[src/hdl/lgc_pkg.sv]
package lgc_pkg;

  // operation codes
  localparam logic [1:0] OP_START  = 2'd0;
  localparam logic [1:0] OP_TICK   = 2'd1;
  localparam logic [1:0] OP_SAMPLE = 2'd2;

  localparam int unsigned IdxW    = 7;
  localparam int unsigned CntW    = 8;
  localparam int unsigned SampleW = 12;
  localparam int unsigned PixelW  = 16;
  localparam int unsigned GainW   = 16;
  localparam int unsigned GainFrac = 14;

  // per-request control results carried down the pipe
  typedef struct packed {
    logic             clk_level;
    logic             si_pulse;
    logic             adc_start;
    logic             busy_res;
    logic             line_done;
    logic             pixel_valid;
    logic [IdxW-1:0]  pixel_index;
  } lgc_ctrl_t;

  // left half of the Q2.14 cosine gain curve, center at entry 63
  localparam logic [GainW-1:0] GAIN_HALF [64] = '{
    16'd21388, 16'd21194, 16'd21005, 16'd20823, 16'd20646, 16'd20475, 16'd20309, 16'd20148,
    16'd19992, 16'd19840, 16'd19694, 16'd19551, 16'd19414, 16'd19280, 16'd19151, 16'd19025,
    16'd18904, 16'd18786, 16'd18672, 16'd18561, 16'd18455, 16'd18351, 16'd18251, 16'd18154,
    16'd18060, 16'd17970, 16'd17882, 16'd17798, 16'd17716, 16'd17638, 16'd17562, 16'd17489,
    16'd17418, 16'd17350, 16'd17285, 16'd17223, 16'd17162, 16'd17105, 16'd17050, 16'd16997,
    16'd16946, 16'd16898, 16'd16853, 16'd16809, 16'd16768, 16'd16729, 16'd16692, 16'd16657,
    16'd16625, 16'd16594, 16'd16566, 16'd16540, 16'd16516, 16'd16494, 16'd16474, 16'd16456,
    16'd16440, 16'd16426, 16'd16414, 16'd16404, 16'd16396, 16'd16390, 16'd16386, 16'd16384
  };

  // full 128-entry table, mirrored about the line center
  function automatic logic [GainW-1:0] gain_of(input logic [IdxW-1:0] idx);
    logic [5:0] half_idx;
    half_idx = idx[6] ? ~idx[5:0] : idx[5:0];
    return GAIN_HALF[half_idx];
  endfunction

endpackage

[src/hdl/lgc_if.sv]
interface lgc_in_if;
  import lgc_pkg::*;
  logic               valid;
  logic               ready;
  logic [1:0]         operation;
  logic [SampleW-1:0] adc_sample;

  modport source (output valid, output operation, output adc_sample, input ready);
  modport sink   (input valid, input operation, input adc_sample, output ready);
endinterface

interface lgc_out_if;
  import lgc_pkg::*;
  logic              valid;
  logic              ready;
  logic              clk_level;
  logic              si_pulse;
  logic              adc_start;
  logic              busy_res;
  logic              line_done;
  logic              pixel_valid;
  logic [IdxW-1:0]   pixel_index;
  logic [PixelW-1:0] pixel_value;

  modport source (output valid, output clk_level, output si_pulse, output adc_start,
                  output busy_res, output line_done, output pixel_valid,
                  output pixel_index, output pixel_value, input ready);
  modport sink   (input valid, input clk_level, input si_pulse, input adc_start,
                  input busy_res, input line_done, input pixel_valid,
                  input pixel_index, input pixel_value, output ready);
endinterface

[src/hdl/linescan_readout_gain_correct_core.sv]
// pipeline: two register stages; a request is registered in stage one alongside the
//   ROM read, then in the output register once that register is free
// throughput: one request per cycle while the output is not stalled; the gain ROM
//   read and the multiplier are pipelined, so output back-pressure sets the pace
// reset: rst_ni asynchronous, active low; clears sequencer state and pipeline
//   valids, gain table is constant and needs no clearing pass
module linescan_readout_gain_correct_core #(
  parameter int PIXELS      = 128,
  parameter int CLOCK_LIMIT = 128
) (
  input  logic       clk_i,
  input  logic       rst_ni,
  lgc_in_if.sink     in_i,
  lgc_out_if.source  out_o
);
  import lgc_pkg::*;

  logic               accept;
  logic               out_free;
  logic               s1_adv;
  lgc_ctrl_t          seq_ctrl;
  logic [IdxW-1:0]    rom_addr;
  logic [GainW-1:0]   gain;
  logic               s1_valid_q;
  lgc_ctrl_t          s1_ctrl_q;
  logic [SampleW-1:0] s1_sample_q;
  logic               out_valid;
  lgc_ctrl_t          out_ctrl;
  logic [PixelW-1:0]  out_value;

  // pipeline flow control
  assign out_free = !out_valid || out_o.ready;
  assign s1_adv   = !s1_valid_q || out_free;
  assign in_i.ready = s1_adv;
  assign accept   = in_i.valid && s1_adv;

  lgc_seq #(
    .PIXELS      (PIXELS),
    .CLOCK_LIMIT (CLOCK_LIMIT)
  ) u_seq (
    .clk_i       (clk_i),
    .rst_ni      (rst_ni),
    .accept_i    (accept),
    .operation_i (in_i.operation),
    .ctrl_o      (seq_ctrl),
    .rom_addr_o  (rom_addr)
  );

  lgc_gain_rom u_rom (
    .clk_i  (clk_i),
    .en_i   (accept),
    .addr_i (rom_addr),
    .data_o (gain)
  );

  // stage one alongside the ROM read
  always_ff @(posedge clk_i or negedge rst_ni) begin
    if (!rst_ni) begin
      s1_valid_q <= 1'b0;
    end else if (s1_adv) begin
      s1_valid_q <= in_i.valid;
    end
  end

  always_ff @(posedge clk_i) begin
    if (accept) begin
      s1_ctrl_q   <= seq_ctrl;
      s1_sample_q <= in_i.adc_sample;
    end
  end

  lgc_scale u_scale (
    .clk_i    (clk_i),
    .rst_ni   (rst_ni),
    .load_i   (out_free),
    .valid_i  (s1_valid_q),
    .ctrl_i   (s1_ctrl_q),
    .sample_i (s1_sample_q),
    .gain_i   (gain),
    .valid_o  (out_valid),
    .ctrl_o   (out_ctrl),
    .value_o  (out_value)
  );

  assign out_o.valid       = out_valid;
  assign out_o.clk_level   = out_ctrl.clk_level;
  assign out_o.si_pulse    = out_ctrl.si_pulse;
  assign out_o.adc_start   = out_ctrl.adc_start;
  assign out_o.busy_res    = out_ctrl.busy_res;
  assign out_o.line_done   = out_ctrl.line_done;
  assign out_o.pixel_valid = out_ctrl.pixel_valid;
  assign out_o.pixel_index = out_ctrl.pixel_index;
  assign out_o.pixel_value = out_value;

endmodule

[src/hdl/lgc_seq.sv]
module lgc_seq #(
  parameter int PIXELS      = 128,
  parameter int CLOCK_LIMIT = 128
) (
  input  logic                       clk_i,
  input  logic                       rst_ni,
  input  logic                       accept_i,
  input  logic [1:0]                 operation_i,
  output lgc_pkg::lgc_ctrl_t         ctrl_o,
  output logic [lgc_pkg::IdxW-1:0]   rom_addr_o
);
  import lgc_pkg::*;

  localparam logic [CntW-1:0] PixLim   = CntW'(PIXELS);
  localparam logic [CntW-1:0] ClockLim = CntW'(CLOCK_LIMIT);
  localparam logic [CntW-1:0] CntMax   = '1;

  logic            clk_high_q, clk_high_d;
  logic            scan_q, scan_d;
  logic [CntW-1:0] edges_q, edges_d;
  logic [CntW-1:0] taken_q, taken_d;

  // next state and per-request flags
  always_comb begin
    clk_high_d = clk_high_q;
    scan_d     = scan_q;
    edges_d    = edges_q;
    taken_d    = taken_q;
    ctrl_o     = '0;
    unique case (operation_i)
      OP_START: begin
        scan_d          = 1'b1;
        clk_high_d      = 1'b1;
        edges_d         = '0;
        taken_d         = '0;
        ctrl_o.si_pulse = 1'b1;
      end
      OP_TICK: begin
        if (scan_q) begin
          if (!clk_high_q) begin
            if (edges_q != CntMax) begin
              edges_d = edges_q + 1'b1;
            end
            if (edges_q >= ClockLim) begin
              scan_d           = 1'b0;
              ctrl_o.line_done = 1'b1;
            end else begin
              clk_high_d = 1'b1;
            end
          end else begin
            clk_high_d       = 1'b0;
            ctrl_o.adc_start = 1'b1;
          end
        end
      end
      OP_SAMPLE: begin
        if (taken_q < PixLim) begin
          ctrl_o.pixel_valid = 1'b1;
          ctrl_o.pixel_index = taken_q[IdxW-1:0];
          taken_d            = taken_q + 1'b1;
        end
      end
      default: begin
      end
    endcase
    ctrl_o.clk_level = clk_high_d;
    ctrl_o.busy_res  = scan_d;
  end

  assign rom_addr_o = taken_q[IdxW-1:0];

  // sequencer state
  always_ff @(posedge clk_i or negedge rst_ni) begin
    if (!rst_ni) begin
      clk_high_q <= 1'b0;
      scan_q     <= 1'b0;
      edges_q    <= '0;
      taken_q    <= '0;
    end else if (accept_i) begin
      clk_high_q <= clk_high_d;
      scan_q     <= scan_d;
      edges_q    <= edges_d;
      taken_q    <= taken_d;
    end
  end

endmodule

[src/hdl/lgc_gain_rom.sv]
module lgc_gain_rom (
  input  logic                        clk_i,
  input  logic                        en_i,
  input  logic [lgc_pkg::IdxW-1:0]    addr_i,
  output logic [lgc_pkg::GainW-1:0]   data_o
);
  import lgc_pkg::*;

  logic [GainW-1:0] data_q;

  // synchronous read, data holds while stalled
  always_ff @(posedge clk_i) begin
    if (en_i) begin
      data_q <= gain_of(addr_i);
    end
  end

  assign data_o = data_q;

endmodule

[src/hdl/lgc_scale.sv]
module lgc_scale (
  input  logic                          clk_i,
  input  logic                          rst_ni,
  input  logic                          load_i,
  input  logic                          valid_i,
  input  lgc_pkg::lgc_ctrl_t            ctrl_i,
  input  logic [lgc_pkg::SampleW-1:0]   sample_i,
  input  logic [lgc_pkg::GainW-1:0]     gain_i,
  output logic                          valid_o,
  output lgc_pkg::lgc_ctrl_t            ctrl_o,
  output logic [lgc_pkg::PixelW-1:0]    value_o
);
  import lgc_pkg::*;

  localparam int unsigned ProdW = PixelW + GainW;

  logic [PixelW-1:0] widened;
  logic [ProdW-1:0]  prod;
  logic [ProdW-GainFrac-1:0] scaled;
  logic [PixelW-1:0] value_d;
  logic              valid_q;
  lgc_ctrl_t         ctrl_q;
  logic [PixelW-1:0] value_q;

  // widen, multiply by Q2.14 gain, truncate and saturate; non-pixel results are zero
  always_comb begin
    widened = {sample_i, 4'b0000};
    prod    = ProdW'(widened) * ProdW'(gain_i);
    scaled  = prod[ProdW-1:GainFrac];
    if (!ctrl_i.pixel_valid) begin
      value_d = '0;
    end else if (scaled[ProdW-GainFrac-1:PixelW] != '0) begin
      value_d = '1;
    end else begin
      value_d = scaled[PixelW-1:0];
    end
  end

  // output register
  always_ff @(posedge clk_i or negedge rst_ni) begin
    if (!rst_ni) begin
      valid_q <= 1'b0;
    end else if (load_i) begin
      valid_q <= valid_i;
    end
  end

  always_ff @(posedge clk_i) begin
    if (load_i) begin
      ctrl_q  <= ctrl_i;
      value_q <= value_d;
    end
  end

  assign valid_o = valid_q;
  assign ctrl_o  = ctrl_q;
  assign value_o = value_q;

endmodule

[src/flat_wrapper.sv]
// flat-port wrapper written by rule: the top's interface ports become plain ports
module linescan_readout_gain_correct_core_flat import lgc_pkg::*;
#(
  parameter int PIXELS      = 128,
  parameter int CLOCK_LIMIT = 128
)
  (clk_i, rst_ni, in_i_valid, in_i_operation, in_i_adc_sample, in_i_ready, out_o_valid, out_o_clk_level, out_o_si_pulse, out_o_adc_start, out_o_busy_res, out_o_line_done, out_o_pixel_valid, out_o_pixel_index, out_o_pixel_value, out_o_ready);
  lgc_in_if in_i_i ();
  lgc_out_if out_o_i ();
  input  logic clk_i;
  input  logic rst_ni;
  input wire logic [$bits(in_i_i.valid)-1:0] in_i_valid;
  input wire logic [$bits(in_i_i.operation)-1:0] in_i_operation;
  input wire logic [$bits(in_i_i.adc_sample)-1:0] in_i_adc_sample;
  output wire logic [$bits(in_i_i.ready)-1:0] in_i_ready;
  output wire logic [$bits(out_o_i.valid)-1:0] out_o_valid;
  output wire logic [$bits(out_o_i.clk_level)-1:0] out_o_clk_level;
  output wire logic [$bits(out_o_i.si_pulse)-1:0] out_o_si_pulse;
  output wire logic [$bits(out_o_i.adc_start)-1:0] out_o_adc_start;
  output wire logic [$bits(out_o_i.busy_res)-1:0] out_o_busy_res;
  output wire logic [$bits(out_o_i.line_done)-1:0] out_o_line_done;
  output wire logic [$bits(out_o_i.pixel_valid)-1:0] out_o_pixel_valid;
  output wire logic [$bits(out_o_i.pixel_index)-1:0] out_o_pixel_index;
  output wire logic [$bits(out_o_i.pixel_value)-1:0] out_o_pixel_value;
  input wire logic [$bits(out_o_i.ready)-1:0] out_o_ready;
  assign in_i_i.valid = in_i_valid;
  assign in_i_i.operation = in_i_operation;
  assign in_i_i.adc_sample = in_i_adc_sample;
  assign in_i_ready = in_i_i.ready;
  assign out_o_valid = out_o_i.valid;
  assign out_o_clk_level = out_o_i.clk_level;
  assign out_o_si_pulse = out_o_i.si_pulse;
  assign out_o_adc_start = out_o_i.adc_start;
  assign out_o_busy_res = out_o_i.busy_res;
  assign out_o_line_done = out_o_i.line_done;
  assign out_o_pixel_valid = out_o_i.pixel_valid;
  assign out_o_pixel_index = out_o_i.pixel_index;
  assign out_o_pixel_value = out_o_i.pixel_value;
  assign out_o_i.ready = out_o_ready;
  linescan_readout_gain_correct_core #(.PIXELS(PIXELS), .CLOCK_LIMIT(CLOCK_LIMIT)) u_core (.clk_i(clk_i), .rst_ni(rst_ni), .in_i(in_i_i), .out_o(out_o_i));
endmodule
[config.mk]
export PLATFORM = sky130hd
export DESIGN_NAME = linescan_readout_gain_correct_core_flat
export DESIGN_NICKNAME = d
export VERILOG_FILES = /design/src/hdl/lgc_pkg.sv /design/src/hdl/lgc_if.sv /design/src/hdl/linescan_readout_gain_correct_core.sv /design/src/hdl/lgc_seq.sv /design/src/hdl/lgc_gain_rom.sv /design/src/hdl/lgc_scale.sv /design/src/flat_wrapper.sv
export SDC_FILE = /design/constraint.sdc
export NUM_CORES = 1
export LEC_CHECK = 0
export BUFFER_PORTS_ARGS = -buffer_cell sky130_fd_sc_hd__buf_4
export CAP_MARGIN = 20
export CORE_MARGIN = 10
export CORE_UTILIZATION = 40
export DETAILED_ROUTE_END_ITERATION = 10
export PLACE_DENSITY_LB_ADDON = 0.12
export SETUP_SLACK_MARGIN = 0.4
export SYNTH_ARGS = -nofsm -noshare
export SYNTH_HDL_FRONTEND = slang
export SYNTH_SLANG_ARGS = --single-unit
[constraint.sdc]
create_clock -name clk_i -period 11.95 [get_ports clk_i]
set_input_delay 1.195 -clock clk_i [delete_from_list [all_inputs] [get_ports clk_i]]
set_output_delay 1.195 -clock clk_i [all_outputs]
set_load 0.005 [all_outputs]
==> metrics.yaml, run 1 <==
port_buffers: 48
cts_resized: 0
vias_per_cell: 5.080
wl_per_cell_um: 15.90
maxSlewHeadroom: 0.3733
yosysSeqAreaShare: 0.2549
grt_pass1_wl_mm: 38.18
finalSetupViolCount: 0
finalCritPeriodShare: 0.5253
final_cell_mix: "179 x inv_1, 150 x nand2_1, 118 x fa_1"
die_h_um: 177.0
fp.dieW_um: 177.0
critPathSlowestCell: "edfxtp_1"
endpoint_kind: "register"
grt.overflow.total: 0
fin_setup_tns_ps: 0
ys_async_sr_fraction: 0.2299
insertedDiodeCount: 0
numCtsBuffers: 9
core_area_mm2: 0.02425
fin_area_mm2: 0.01079
synth_cell_type_count: 62
syn-num-nets: 1288
clkSinkCount: 87
fmax_mhz: 159.3
postSynthCellCount: 1067
h-tree-depth: 3
syn_avg_cell_area_um2: 9.237
vias: 7138
drtIter0Drc: 611
clk_pin_slew_worst_paths_ps: 90
critPathKind: "register to register"
final_common_cell: "inv_1"
fill_cells: 2403
area.growth.synth_to_final_pct: 9.483
grt_antenna_before_repair: 0
finalClockSkew_ps: 21.00
dp_hpwl_mm: 17.42
final_cells: 1405
clk_latency_ps: 370
hold_path.class: "register to register"
maxSlewViolCount: 0
drive_gt1_frac: 0.07678
grt_max_degree: 34
place_area_mm2: 0.01047
finalHoldViolations: 0
post_cts_buffers: 0
critPathRequiredTime_ps: 12070
grt_setup_unrepaired: "no"
worst-path-buf-inv: 3
timing.critical_path.mode_cell: "fa_1"
io_pins: 49
r2r_setup_slack_ps: 5670
postRouteAntennaNets: 0
critPathTopFamily: "adder cells"
critPathMaxFanout: 16
initial_utilization: 0.4064
synth_edf_count: 67
synth.cell_area_mm2: 0.009856
clockRootBuffer: "clkbuf_16"
max_stage_delay_ps: 690
tritoncts: "yes"
worst_pin_slew_ps: 939.3
placed_cells: 1387
fin_crit_ps: 6277
cp_cell_sequence: "nand2_1 -> fa_1 -> fa_1 -> fa_1 -> inv_1 -> fa_1 -> inv_1 -> fa_1 -> inv_1 -> ha_1 -> a21oi_1 -> o21ai_0 -> a31o_1 -> a21oi_1 -> o21ai_0 -> a211o_1 -> a31o_4 -> o41a_1"
cp-start-kind: "register"
nNetsFinal: 1297
drt-total-wl_mm: 22.34
place_ws_ps: 5699
postSynth.topFlopCell: "edfxtp_1"
yosysWarnings: 0
crit_arrival_ps: 6390
cap_viol_max_count: 0
rows: 57
place.gp.congestion: 0.8461
status: "completed"
synth-seq-cells: 87
ctsHoldBuffers: 0
grt_usage: 0.1493
setup_slack_ps: 5673
drc: 0
dieArea_mm2: 0.03132
first_global_vias: 7315
cts_max_path_buffers: 2
drt-pass1-iter-count: 5
cell type report:
cell class / instances / area [µm²] / share of cell area
multi-input combinational: 739 / 6449 / 0.5976
sequential: 87 / 2512 / 0.2328
inverter: 181 / 679.4 / 0.06296
timing repair buffer: 58 / 430.4 / 0.03989
tap: 324 / 405.4 / 0.03757
clock buffer: 9 / 225.2 / 0.02087
clock inverter: 7 / 88.84 / 0.008233
registers in the layout (all words and copies together) (netlist names):
name,count
u_core.s1_valid_q,1
u_core.u_seq.clk_high_q,1
u_core.u_seq.taken_q,8
u_core.u_scale.ctrl_o,13
u_core.s1_ctrl_q,13
u_core.s1_sample_q,12
u_core.u_seq.edges_q,8
u_core.u_scale.valid_o,1
u_core.u_rom.data_o,13
u_core.u_scale.value_o,16
u_core.u_seq.scan_q,1
synthesized netlist by cell type, drive strengths merged, types with 2 or more instances:
cell type | number | area share
a2111oi | 3 | 0.0027
a31o | 2 | 0.0027
o211ai | 9 | 0.0069
nor2 | 43 | 0.016
nand3 | 22 | 0.011
xnor2 | 17 | 0.015
and3 | 8 | 0.0051
o31ai | 2 | 0.0015
mux2i | 4 | 0.0041
o21a | 13 | 0.0099
nor2b | 4 | 0.0025
a211o | 2 | 0.0018
o311ai | 4 | 0.0036
o31a | 3 | 0.0027
nor4 | 2 | 0.0013
or3 | 2 | 0.0013
o22ai | 5 | 0.0032
a31oi | 9 | 0.0057
dfrtp | 20 | 0.051
nand2b | 7 | 0.0044
o21ai | 37 | 0.019
nand2 | 151 | 0.058
o41ai | 4 | 0.0055
clkbuf | 54 | 0.021
xor2 | 15 | 0.013
a221oi | 2 | 0.0024
a21o | 5 | 0.0038
nor3 | 11 | 0.0056
ha | 85 | 0.11
inv | 180 | 0.069
and2 | 64 | 0.041
o221ai | 2 | 0.0018
edfxtp | 67 | 0.20
and4 | 2 | 0.0018
a21oi | 47 | 0.024
buf | 6 | 0.0028
fa | 118 | 0.24
a211oi | 10 | 0.0076
nand4b | 2 | 0.0018
nand4 | 8 | 0.0051
worst paths after layout:
path                       depth (start not counted)                    endpoint                  start
max                                               18  u_core.u_scale.value_o[13]  u_core.s1_sample_q[8]
min                                                0    u_core.u_scale.ctrl_o[0]    u_core.s1_ctrl_q[0]
max reg2reg                                       18  u_core.u_scale.value_o[13]  u_core.s1_sample_q[8]
min reg2reg                                        0    u_core.u_scale.ctrl_o[0]    u_core.s1_ctrl_q[0]
max in group asynchronous                          1           u_core.s1_valid_q                 rst_ni
min in group asynchronous                          1     u_core.u_seq.edges_q[6]                 rst_ni
stage by stage:
stage | util | hold WS (ps)
5_1_grt | 0.4450 | 419.0
2_1_floorplan | - | 400.3
3_5_place_dp | 0.4316 | 407.1
3_3_place_gp | 0.4316 | 402.4
6_report | 0.4450 | 417.9
4_1_cts | 0.4446 | 409.9
metal layers:
layer | routed length (µm) | part of all wire | track usage
met5 | 0 | 0 | 0
met4 | 238 | 0.011 | 0.02767
met3 | 862 | 0.039 | 0.02411
met2 | 10530 | 0.47 | 0.2401
met1 | 10720 | 0.48 | 0.2090
cell families after synthesis:
group | count (synthesis) | share of synthesized area
muxes | 5 | 0.005205
buffers and inverters | 241 | 0.09229
and+or+nand+nor | 331 | 0.1588
AOI/OAI and AO/OA | 168 | 0.1127
adders and majority gates | 203 | 0.3476
xor gates and xnor gates | 32 | 0.02844
DFF | 87 | 0.2549
Power of run 1 is not shown: default switching activity piles up to over one toggle a cycle in this logic, so the estimate is an artifact.
==> run 2, diff against run 1 <==
==> constraint.sdc (replaced) <==
create_clock -name clk_i -period 6.1 [get_ports clk_i]
set_input_delay 0.61 -clock clk_i [delete_from_list [all_inputs] [get_ports clk_i]]
set_output_delay 0.61 -clock clk_i [all_outputs]
set_load 0.005 [all_outputs]
==> run 2 against run 1 <==
Effect of this change: non-clock buffer count grew 86; first-iteration DRC count is the same; cell area grew 8.8%; clock-buffer cell count is the same; hold slack lost 290 ps; sequential share of layout area shrank 1.9 points; critical endpoint is now u_core.u_scale.value_o[1].
==> metrics.yaml, run 2 (same netlist as run 1, synthesis figures left out) <==
endpoint_kind: "register"
critPathKind: "register to register"
dieArea_mm2: 0.03132  # unchanged
rows: 57  # unchanged
initial_utilization: 0.4064  # unchanged
fin_setup_tns_ps: 0  # unchanged
postRouteAntennaNets: 0  # unchanged
first_global_vias: 7289  # -0.36%
final_cell_mix: "175 x inv_1, 146 x nand2_1, 130 x buf_4"
worst-path-buf-inv: 5  # +2
drt-total-wl_mm: 23.25  # +4.1%
io_pins: 49  # unchanged
grt_setup_unrepaired: "yes"
max_stage_delay_ps: 520  # -170 ps
dp_hpwl_mm: 17.73  # +1.8%
worst_pin_slew_ps: 999.5  # +60.21 ps
r2r_end: "u_core.u_scale.value_o[1]"
area.growth.synth_to_final_pct: 19.11
clockRootBuffer: "clkbuf_16"
vias: 7527  # +5.4%
critPathMaxFanout: 6  # -10
fp.dieW_um: 177.0  # unchanged
fin_area_mm2: 0.01174  # +8.8%
wl_per_cell_um: 15.59  # -2.0%
cp_cell_sequence: "buf_4 -> nand2_2 -> fa_1 -> fa_1 -> fa_1 -> inv_1 -> fa_1 -> inv_2 -> fa_1 -> inv_2 -> ha_4 -> nand2_2 -> o21ai_2 -> a31oi_2 -> o31a_1 -> o2111ai_2 -> o311ai_2 -> a31o_4 -> clkbuf_16 -> o21a_1"
vias_per_cell: 5.048  # -0.63%
critPathTopFamily: "adder cells"
finalHoldViolations: 0  # unchanged
nNetsFinal: 1383  # +6.6%
r2r-start: "u_core.s1_sample_q[3]"
drive_gt1_frac: 0.1782  # +0.1015
numCtsBuffers: 9  # unchanged
fmax_mhz: 178.3  # +12%
grt_usage: 0.1475  # -0.001793
h-tree-depth: 3  # unchanged
grt_pass1_wl_mm: 37.75  # -1.1%
finalCritPeriodShare: 0.9192  # +0.3940
critPathSlowestCell: "fa_1"
drtIter0Drc: 611  # unchanged
cap_viol_max_count: 0  # unchanged
finalClockSkew_ps: 13.43  # -7.569 ps
clk_latency_ps: 360  # about the same
hold_path.class: "input port to async pin"
drt-pass1-iter-count: 5  # unchanged
final_common_cell: "inv_1"
finalSetupViolCount: 0  # unchanged
status: "completed"
maxSlewViolCount: 0  # unchanged
place.gp.congestion: 0.8343  # -1.4%
port_buffers: 48  # unchanged
clk_pin_slew_worst_paths_ps: 80  # about the same
r2r_cells: 20  # +2
drc: 0  # unchanged
core_area_mm2: 0.02425  # unchanged
cts_max_path_buffers: 2  # unchanged
critPathRequiredTime_ps: 6210  # -5860 ps
cp-start-kind: "register"
largest_reg_flops: 16  # unchanged
grt.overflow.total: 0  # unchanged
grt_max_degree: 43  # +26%
place_area_mm2: 0.01065  # +1.7%
tritoncts: "yes"
maxSlewHeadroom: 0.3297  # -0.04363
crit_arrival_ps: 5720  # -670 ps
insertedDiodeCount: 0  # unchanged
timing.critical_path.mode_cell: "fa_1"
fin_crit_ps: 5607  # -669.6 ps
die_h_um: 177.0  # unchanged
clkSinkCount: 87  # unchanged
r2r_setup_slack_ps: 490  # -5180 ps
grt_antenna_before_repair: 0  # unchanged
[run 2: cell count changes in the layout (fill, tap and decap cells not counted), moves of 3 or more]
cell | before | now
inv_1 | 179 | 175
nand2_2 | 1 | 5
a21oi_1 | 47 | 43
buf_6 | 0 | 11
buf_4 | 56 | 130
and2_1 | 64 | 60
a21oi_2 | 0 | 3
fa_2 | 0 | 7
inv_2 | 0 | 4
fa_1 | 118 | 111
nand2_1 | 150 | 146
ha_4 | 0 | 9
and2_4 | 0 | 4
ha_1 | 85 | 76
[run 2: worst max-delay path by stage]
| stage | slack (ps) | start | cells past startpoint | endpoint |
|---|---|---|---|---|
| floorplan | 410 | u_core.u_rom.data_o[1] | 19 | u_core.u_scale.value_o[13] |
| global placement | 230 | u_core.s1_sample_q[4] | 19 | u_core.u_scale.value_o[15] |
| detailed placement | 190 | u_core.s1_sample_q[6] | 19 | u_core.u_scale.value_o[15] |
| CTS | 400 | u_core.u_rom.data_o[9] | 16 | u_core.u_scale.value_o[13] |
| global route | 290 | u_core.s1_sample_q[9] | 18 | u_core.u_scale.value_o[13] |
| finish | 490 | u_core.s1_sample_q[3] | 20 | u_core.u_scale.value_o[1] |
[run 2: metal layers]
metal	global-route usage	up-vias	routed length (µm)
li1	-	3657	-
met1	0.2004	3712	10710
met2	0.2421	136	11400
met3	0.02667	22	882
met4	0.02767	0	258
met5	0	-	0
[run 2: repair_timing]
action,4_1_cts,5_1_grt
pin swaps,1,40
setup buffers,29,33
cloned,0,1
gates resized for setup,5,55
hold buffers,0,0
setup endpoints to repair,5,16
[run 2: final cells by class]
cell class / count / area, µm²
fill: 2356 / 12510
multi-input combinational: 739 / 6668
sequential: 87 / 2512
timing repair buffer: 144 / 1160
inverter: 181 / 679.4
tap: 324 / 405.4
clock buffer: 9 / 225.2
clock inverter: 7 / 88.84
[run 2: per-stage QoR]
step / std cells / utilization / hold slack [ps] / setup WS, ps
after floorplan: 1067 / - / 314.4 / 412.0
after global placement: 1412 / 0.4391 / 403.4 / 231.4
after detailed placement: 1412 / 0.4391 / 405.6 / 189.1
after CTS: 1457 / 0.4625 / 123.6 / 402.7
after global routing: 1491 / 0.4841 / 128.4 / 285.9
final: 1491 / 0.4841 / 123.2 / 492.6
Power of run 2 is left out for the same reason.
==> run 3, diff against run 2 <==
--- a/config.mk
+++ b/config.mk
@@ -7,7 +7,6 @@
 export LEC_CHECK = 0
 export BUFFER_PORTS_ARGS = -buffer_cell sky130_fd_sc_hd__buf_4
 export CAP_MARGIN = 20
-export CORE_MARGIN = 10
 export CORE_UTILIZATION = 40
 export DETAILED_ROUTE_END_ITERATION = 10
 export PLACE_DENSITY_LB_ADDON = 0.12
==> run 3 against run 2 <==
Effect of this change: fmax rose by 1.1%; critical path depth fell by 4; first-iteration DRC count fell by 29%; largest cell class unchanged; highest routed layer unchanged.
==> metrics.yaml, run 3 (same netlist as run 1, synthesis figures left out) <==
fin_area_mm2: 0.01162  # -1.0%
grt_usage: 0.1850  # +0.03750
vias: 7436  # -1.2%
r2r_cells: 16  # -20%
tritoncts: "yes"
r2r-start: "u_core.u_rom.data_o[5]"
met3_usage: 0.02657  # -0.0001001
maxSlewViolCount: 0  # unchanged
drtIter0Drc: 435  # -29%
clockRootBuffer: "clkbuf_16"
use_met1: 0.2479  # +0.04747
grt_max_degree: 35  # -19%
maxSlewHeadroom: 0.3449  # +0.01523
place_area_mm2: 0.01062  # -0.21%
r2r_end: "u_core.u_scale.value_o[13]"
fp.dieW_um: 159.0  # -10%
critPathMaxFanout: 5  # -1
cap_viol_max_count: 0  # unchanged
r2r_setup_slack_ps: 560  # +60 ps
drt-pass1-iter-count: 5  # unchanged
wl_per_cell_um: 15.60  # about the same
clkSinkCount: 87  # unchanged
largest_reg_flops: 16  # unchanged
drt-total-wl_mm: 23.16  # -0.40%
first_global_vias: 7364  # +1.0%
fmax_mhz: 180.3  # +1.1%
postRouteAntennaNets: 0  # unchanged
final_cell_mix: "176 x inv_1, 148 x nand2_1, 125 x buf_4"
hold_path.class: "input port to async pin"
rows: 57  # unchanged
drive_gt1_frac: 0.1690  # -0.009269
port_buffers: 48  # unchanged
insertedDiodeCount: 0  # unchanged
dp_hpwl_mm: 17.54  # -1.1%
use_met2: 0.3144  # +0.07230
cp-start-kind: "register"
critPathKind: "register to register"
numCtsBuffers: 9  # unchanged
fin_crit_ps: 5545  # -62.56 ps
h-tree-depth: 3  # unchanged
grt.busiest_layer: "met2"
die_h_um: 159.0  # -10%
fin_setup_tns_ps: 0  # unchanged
finalSetupViolCount: 0  # unchanged
area.growth.synth_to_final_pct: 17.89
place.gp.congestion: 0.8306  # -0.44%
drc: 0  # unchanged
crit_arrival_ps: 5660  # -60 ps
dieArea_mm2: 0.02527  # -19%
grt.overflow.total: 0  # unchanged
io_pins: 49  # unchanged
clk_pin_slew_worst_paths_ps: 80  # about the same
finalHoldViolations: 0  # unchanged
initial_utilization: 0.4064  # unchanged
endpoint_kind: "register"
grt_setup_unrepaired: "no"
nNetsFinal: 1376  # -0.51%
vias_per_cell: 5.011  # -0.74%
clk_latency_ps: 360  # about the same
final_common_cell: "inv_1"
finalCritPeriodShare: 0.9090  # -0.01026
status: "completed"
grt_antenna_before_repair: 0  # unchanged
critPathRequiredTime_ps: 6210  # about the same
worst_pin_slew_ps: 976.8  # -22.71 ps
finalClockSkew_ps: 13.40  # -0.02500 ps
cts_max_path_buffers: 2  # unchanged
grt_pass1_wl_mm: 37.50  # -0.66%
core_area_mm2: 0.02425  # unchanged
[run 3: worst max path at each step]
stage	start	end	slack [ps]	cells past startpoint
2_1_floorplan	u_core.u_rom.data_o[1]	u_core.u_scale.value_o[13]	410	19
3_3_place_gp	u_core.s1_sample_q[4]	u_core.u_scale.value_o[13]	180	18
3_5_place_dp	u_core.s1_sample_q[8]	u_core.u_scale.value_o[15]	80	19
4_1_cts	u_core.u_rom.data_o[8]	u_core.u_scale.value_o[13]	400	18
5_1_grt	u_core.s1_sample_q[8]	u_core.u_scale.value_o[13]	360	19
6_report	u_core.u_rom.data_o[5]	u_core.u_scale.value_o[13]	560	16
[run 3: per-stage QoR]
stage	setup WS (ps)	instances	utilization	hold slack [ps]
floorplan	412.0	1067	-	314.4
global placement	181.8	1409	0.4381	404.7
detailed placement	77.96	1409	0.4381	405.7
CTS	402.0	1453	0.4626	112.5
global route	361.9	1484	0.4792	131.8
finish	555.1	1484	0.4792	121.5
[run 3: what timing repair did]
item / 4_1_cts / 5_1_grt
gates resized for setup: 14 / 37
hold endpoints to repair: 0 / 0
setup buffers: 28 / 30
endpoints found under the setup margin: 16 / 16
hold buffers: 0 / 0
pin swaps: 1 / 30
[run 3: final cells by class]
cell class	count	area, µm²
inverters	181	679.4
flip-flops and latches	87	2512
repair buffers	137	1070
well taps	324	405.4
clock inverters	7	83.83
multi-input cells	739	6643
fillers	2351	12630
clock buffers	9	225.2
[run 3: worst max-delay path: stages, from the launching register on]
cell	delay (ps)
edfxtp_1	460
buf_6	170
and2_1	160
fa_1	490
fa_1	570
fa_1	470
fa_1	560
inv_1	50
fa_1	470
inv_1	60
ha_4	270
nand4_1	120
o31a_1	400
o2111ai_2	240
o311ai_2	140
a31o_4	250
o41a_1	410
[run 3: layer usage]
layer / routed length, µm / vias to the layer above
met4: 443 / 0
met2: 11400 / 133
met5: 0 / -
met1: 10600 / 3625
li1: - / 3651
met3: 713 / 27
Power of run 3 is left out for the same reason.
